$ cat config.mk
export PLATFORM = sky130hd
export DESIGN_NAME = mtp_ctrl
export DESIGN_NICKNAME = d
export VERILOG_FILES = /design/src/hdl/mtp_pkg.sv /design/src/hdl/mtp_ctrl.sv
export SDC_FILE = /design/constraint.sdc
export NUM_CORES = 1
export LEC_CHECK = 0
export BUFFER_PORTS_ARGS = -buffer_cell sky130_fd_sc_hd__buf_2
export CORE_MARGIN = 2
export CORE_UTILIZATION = 25
export CTS_CLUSTER_DIAMETER = 40
export DETAILED_ROUTE_END_ITERATION = 10
export SLEW_MARGIN = 20
export SYNTH_ARGS = -nofsm -noshare
export SYNTH_HDL_FRONTEND = slang
export SYNTH_SLANG_ARGS = --single-unit
$ cat constraint.sdc
create_clock -name clk -period 2.3 [get_ports clk]
set_clock_uncertainty 0.15 [all_clocks]
set_input_delay 0 -clock clk [delete_from_list [all_inputs] [get_ports clk]]
set_output_delay 0 -clock clk [all_outputs]
set_load 0.01 [all_outputs]
$ cat src/hdl/mtp_pkg.sv
package mtp_pkg;

  // generator geometry
  localparam int STATE_WORDS  = 624;
  localparam int SHIFT_OFFSET = 397;
  localparam int IDX_W        = $clog2(STATE_WORDS + 1);
  localparam int WORD_W       = 32;

  // recurrence and tempering constants
  localparam logic [WORD_W-1:0] TW_MATRIX    = 32'h9908_b0df;
  localparam logic [WORD_W-1:0] INIT_MULT    = 32'd1812433253;
  localparam logic [WORD_W-1:0] DEFAULT_SEED = 32'd5489;
  localparam logic [WORD_W-1:0] TEMPER_B     = 32'h9d2c_5680;
  localparam logic [WORD_W-1:0] TEMPER_C     = 32'hefc6_0000;

  // command codes of a beat
  localparam logic FUNC_DRAW   = 1'b0;
  localparam logic FUNC_RESEED = 1'b1;

  // controller states
  typedef enum logic [3:0] {
    S_IDLE,
    S_SEED_INIT,
    S_SEED_MUL,
    S_SEED_WR,
    S_TW_FIRST,
    S_TW_RD,
    S_TW_WR,
    S_DRAW_RD,
    S_DRAW_OUT
  } state_t;

  // read port a address source
  typedef enum logic [1:0] {
    RD_ZERO,
    RD_NEXT,
    RD_POS
  } rd_sel_t;

  // controller to datapath
  typedef struct packed {
    logic    capture;
    logic    seed_init;
    logic    use_default;
    logic    seed_mul;
    logic    seed_wr;
    logic    tw_first;
    logic    tw_load_cur;
    logic    tw_wr;
    rd_sel_t rd_sel;
    logic    out_load;
  } dp_cmd_t;

  // datapath to controller
  typedef struct packed {
    logic idx_last;
    logic pos_empty;
  } dp_stat_t;

endpackage

$ cat src/hdl/mtp_ctrl.sv
module mtp_ctrl (
  input  logic               clk,
  input  logic               rst_n,
  input  logic               start,
  input  logic               in_func,
  input  mtp_pkg::dp_stat_t  stat,
  output mtp_pkg::dp_cmd_t   cmd,
  output logic               busy
);

  mtp_pkg::state_t state_r, state_nxt;
  logic seeded_r, seeded_nxt;
  logic pend_r, pend_nxt;
  logic dflt_r, dflt_nxt;
  logic accept;

  assign accept = start && (state_r == mtp_pkg::S_IDLE);
  assign busy   = (state_r != mtp_pkg::S_IDLE);

  // state and flag registers
  always_ff @(posedge clk) begin
    if (!rst_n) begin
      state_r  <= mtp_pkg::S_IDLE;
      seeded_r <= 1'b0;
      pend_r   <= 1'b0;
      dflt_r   <= 1'b0;
    end else begin
      state_r  <= state_nxt;
      seeded_r <= seeded_nxt;
      pend_r   <= pend_nxt;
      dflt_r   <= dflt_nxt;
    end
  end

  // next state and datapath commands
  always_comb begin
    state_nxt  = state_r;
    seeded_nxt = seeded_r;
    pend_nxt   = pend_r;
    dflt_nxt   = dflt_r;
    cmd        = '0;
    cmd.rd_sel = mtp_pkg::RD_NEXT;
    case (state_r)
      mtp_pkg::S_IDLE: begin
        if (accept) begin
          cmd.capture = 1'b1;
          if (in_func == mtp_pkg::FUNC_RESEED) begin
            state_nxt = mtp_pkg::S_SEED_INIT;
            pend_nxt  = 1'b0;
            dflt_nxt  = 1'b0;
          end else if (!stat.pos_empty) begin
            state_nxt = mtp_pkg::S_DRAW_RD;
          end else if (!seeded_r) begin
            state_nxt = mtp_pkg::S_SEED_INIT;
            pend_nxt  = 1'b1;
            dflt_nxt  = 1'b1;
          end else begin
            state_nxt = mtp_pkg::S_TW_FIRST;
          end
        end
      end
      mtp_pkg::S_SEED_INIT: begin
        cmd.seed_init   = 1'b1;
        cmd.use_default = dflt_r;
        seeded_nxt      = 1'b1;
        state_nxt       = mtp_pkg::S_SEED_MUL;
      end
      mtp_pkg::S_SEED_MUL: begin
        cmd.seed_mul = 1'b1;
        state_nxt    = mtp_pkg::S_SEED_WR;
      end
      mtp_pkg::S_SEED_WR: begin
        cmd.seed_wr = 1'b1;
        if (!stat.idx_last) begin
          state_nxt = mtp_pkg::S_SEED_MUL;
        end else if (pend_r) begin
          state_nxt = mtp_pkg::S_TW_FIRST;
        end else begin
          state_nxt = mtp_pkg::S_IDLE;
        end
      end
      mtp_pkg::S_TW_FIRST: begin
        cmd.tw_first = 1'b1;
        cmd.rd_sel   = mtp_pkg::RD_ZERO;
        state_nxt    = mtp_pkg::S_TW_RD;
      end
      mtp_pkg::S_TW_RD: begin
        cmd.tw_load_cur = 1'b1;
        state_nxt       = mtp_pkg::S_TW_WR;
      end
      mtp_pkg::S_TW_WR: begin
        cmd.tw_wr = 1'b1;
        state_nxt = stat.idx_last ? mtp_pkg::S_DRAW_RD : mtp_pkg::S_TW_RD;
      end
      mtp_pkg::S_DRAW_RD: begin
        cmd.rd_sel = mtp_pkg::RD_POS;
        pend_nxt   = 1'b0;
        state_nxt  = mtp_pkg::S_DRAW_OUT;
      end
      mtp_pkg::S_DRAW_OUT: begin
        cmd.rd_sel   = mtp_pkg::RD_POS;
        cmd.out_load = 1'b1;
        state_nxt    = mtp_pkg::S_IDLE;
      end
      default: begin
        state_nxt = mtp_pkg::S_IDLE;
      end
    endcase
  end

endmodule

==> flow_summary_export.csv <==
group,metric,value,unit
timing,finalHoldWorstSlack,0.149,ns
logic_synthesis,ys_types,31,
logic_synthesis,yosys_warnings,0,
timing,max_freq,471,MHz
setup_path,r2r-end,"dflt_r$_SDFFE_PN0P_",
logic_synthesis,synth_ff_type,"dfxtp_1",
clock_tree,cts.sink_count,7,
timing,rsz0062_at_grt,"no",
setup_path,worst_ep_required_time,2.34,ns
route,post_drt_wl_per_cell,11.2,µm
clock_tree,clockBufferDepth,2,
logic_synthesis,synth_commonest_cells,"7 x dfxtp_1, 7 x nor2_1, 5 x nor3_1, 4 x and2_1, 4 x nand2b_1",
route,first_iter_violations,5,
timing,maxSlewViolCount,0,
cells_and_area,areaGrowthSynthToFinish,33.8,%
floorplan,core,1920,µm²
floorplan,ios,18,
logic_synthesis,synth.area.top_cells,"dfxtp_1 28%, mux2i_1 6.0%, nor2_1 5.3%",
min_path,min_from,"start",
setup_path,crit_fanout,12,
grt,antenna_found_initial,0,
setup_path,worstSetupPathType,"flop to flop",
timing,relSlewSlack,66.0,%
floorplan,die_area,2380,µm²
floorplan,start_util,26.0,%
logic_synthesis,yosys.area_share.simple,40.8,%
cells_and_area,layout-drive-gt1-share,33.3,%
route,ant_nets,0,
logic_synthesis,yosysSeqAreaShare,28.0,%
run,maxCapViolations,0,
logic_synthesis,synth_top_area_cell,"dfxtp_1",
timing,setup_ws,0.177,ns
clock_tree,cts-root-buf,"clkbuf_4",
logic_synthesis,synth_cells,62,
setup_path,path_cells,"nor4_4 > and2_4 > a21oi_1 > a211oi_2 > dlygate4sd3_1",
setup_path,r2r_setup_slack,0.18,ns
power_and_ir_drop,power.density,667,nW/µm²
power_and_ir_drop,leakage,0.288,nW
grt,grt.overflow.total,0,
logic_synthesis,synth_top_area_share,28.0,%
min_path,holdPathEnd,"state_r[2]$_SDFFE_PN0P_",
clock_tree,htree_levels,1,
floorplan,die_w,48.7,µm
timing,finalSetupTns,0,ns
route,drt_first_pass_iters,4,
route,vias_per_cell,4.58,
cells_and_area,fin_nets,91,
route,drc_errors,0,
setup_path,cp.arrival,2.16,ns
grt,first_global_vias,472,
floorplan,fp-row-count,16,
logic_synthesis,synth_top_family_by_area,"simple AND/OR/NAND/NOR gates",
clock_tree,cts_inserted_buffers,3,
grt,grt_pass1_wl,2.12,mm
timing,layout_min_cycle_time,2.12,ns
min_path,hold_class,"primary input to flop",
clock_tree,clk_latency,0.25,ns
place,gp_congestion,0.756,
logic_synthesis,synth_edf_count,0,
route,vias,508,
setup_path,critPathMaxStageDelay,0.57,ns
setup_path,start_kind,"flop",
clock_tree,path_clk_slew,0.05,ns
timing,tightestPinTransition,0.509,ns
setup_path,timing.critical_path.buf_inv,1,
status,status,"finished clean",
timing,setup_viol,0,
logic_synthesis,netlist_area,500,µm²
logic_synthesis,avgSynthCellArea,8.07,µm²
place,dp_hpwl,909,µm
cells_and_area,diodes,0,
logic_synthesis,synth_mux_area_share,6.00,%
clock_tree,cts_tree,"done",
setup_path,rr_worst_depth,5,
power_and_ir_drop,vdd_drop_max,219,µV
setup_path,path_delay_family,"simple AND/OR/NAND/NOR gates",
cells_and_area,fillers,218,
logic_synthesis,synth_seq_cells,7,
logic_synthesis,async_flop_share,0,%
route,drt_wl_total,1.24,mm
setup_path,critPathSlowestCell,"dlygate4sd3_1",
setup_path,rr_startpoint,"state_r[3]$_SDFFE_PN0P_",
logic_synthesis,synth_fp_nets,68,
grt,grt_max_degree,15,
timing,finalHoldViolations,0,
logic_synthesis,synth-compound-area-share,15.0,%
logic_synthesis,yosys.area_share.xor_xnor,1.75,%
floorplan,die_height,48.7,µm
logic_synthesis,yosys.area_share.adder,0,%
place,place_ws,0.689,ns
min_path,whs_path_depth,4,
grt,grt_usage,11.9,%
place,io_buffer_count,17,
setup_path,end_kind,"flop",
clock_tree,cts_setup_buffers,0,
timing,fin_crit_sh,92.3,%
power breakdown:
part	internal, mW	switching [mW]
registers	0.138	0.0368
logic	0.0846	0.0746
clock network	0.0663	0.0462
total	0.289	0.158
worst register-to-register path, cell delays in order (launching register included):
cell and delay, ns:
dfxtp_1 0.44, nor4_4 0.43, and2_4 0.22, a21oi_1 0.07
a211oi_2 0.19, dlygate4sd3_1 0.57
worst max-delay path by stage:
stage                          end  cells after the start                    start
2_1_floorplan  pend_r$_SDFFE_PN0P_                      5  state_r[1]$_SDFFE_PN0P_
3_3_place_gp                cmd[8]                      4  state_r[0]$_SDFFE_PN0P_
3_5_place_dp   pend_r$_SDFFE_PN0P_                      4  state_r[0]$_SDFFE_PN0P_
4_1_cts        pend_r$_SDFFE_PN0P_                      5  state_r[0]$_SDFFE_PN0P_
5_1_grt        dflt_r$_SDFFE_PN0P_                      5  state_r[3]$_SDFFE_PN0P_
6_report       dflt_r$_SDFFE_PN0P_                      5  state_r[3]$_SDFFE_PN0P_
sequential cells by signal (all words and copies together), names as in the netlist:
signal	count
pend_r	1
state_r	4
dflt_r	1
seeded_r	1
kinds of logic after synthesis:
group,Yosys count
compound gates,9
xor+xnor,1
buf+inv,8
flops,7
mux,3
simple gates,34
placed cells by master (no fill, tap or decap), drive strengths merged, types with 3 or more instances in the layout:
cell type,count
clkbuf,4
nor3,6
buf,17
mux2i,3
inv,4
nor2,7
and2,5
nand2,3
dlygate4sd3,5
nand2b,4
dfxtp,7
timing repair:
item                                    in CTS  in global routing
hold endpoints to repair                     6                  0
resized for setup                            0                  1
hold buffers                                 5                  0
endpoints found under the setup margin       0                  1
metrics by stage:
step | power [mW] | instances | utilization, % | instance area [µm²]
detailed placement | 0.325 | 102 | 30.8 | 592
CTS | 0.452 | 111 | 34.8 | 668
finish | 0.446 | 111 | 34.8 | 669
floorplan | 0.289 | 62 | - | 500
global route | 0.484 | 111 | 34.8 | 669
global placement | 0.325 | 102 | 30.8 | 592
area by class of cell:
class / instances / area, µm² / area share, %
clock buffer: 4 / 26.3 / 3.93
inverter: 4 / 15.0 / 2.24
multi-input combinational: 47 / 318 / 47.5
sequential: 7 / 141 / 21.1
tap: 27 / 33.8 / 5.05
timing repair buffer: 22 / 135 / 20.2
per-layer routing:
metal  track usage [%]  part of all wire [%]  vias up
li1                  -                     -      264
met1              13.5                    46      229
met2              18.5                    47       13
met3              7.10                   5.6        2
met4              4.29                  0.88        0
met5                 0                     0        -
Note: power is estimated with default switching activity, not from simulation.
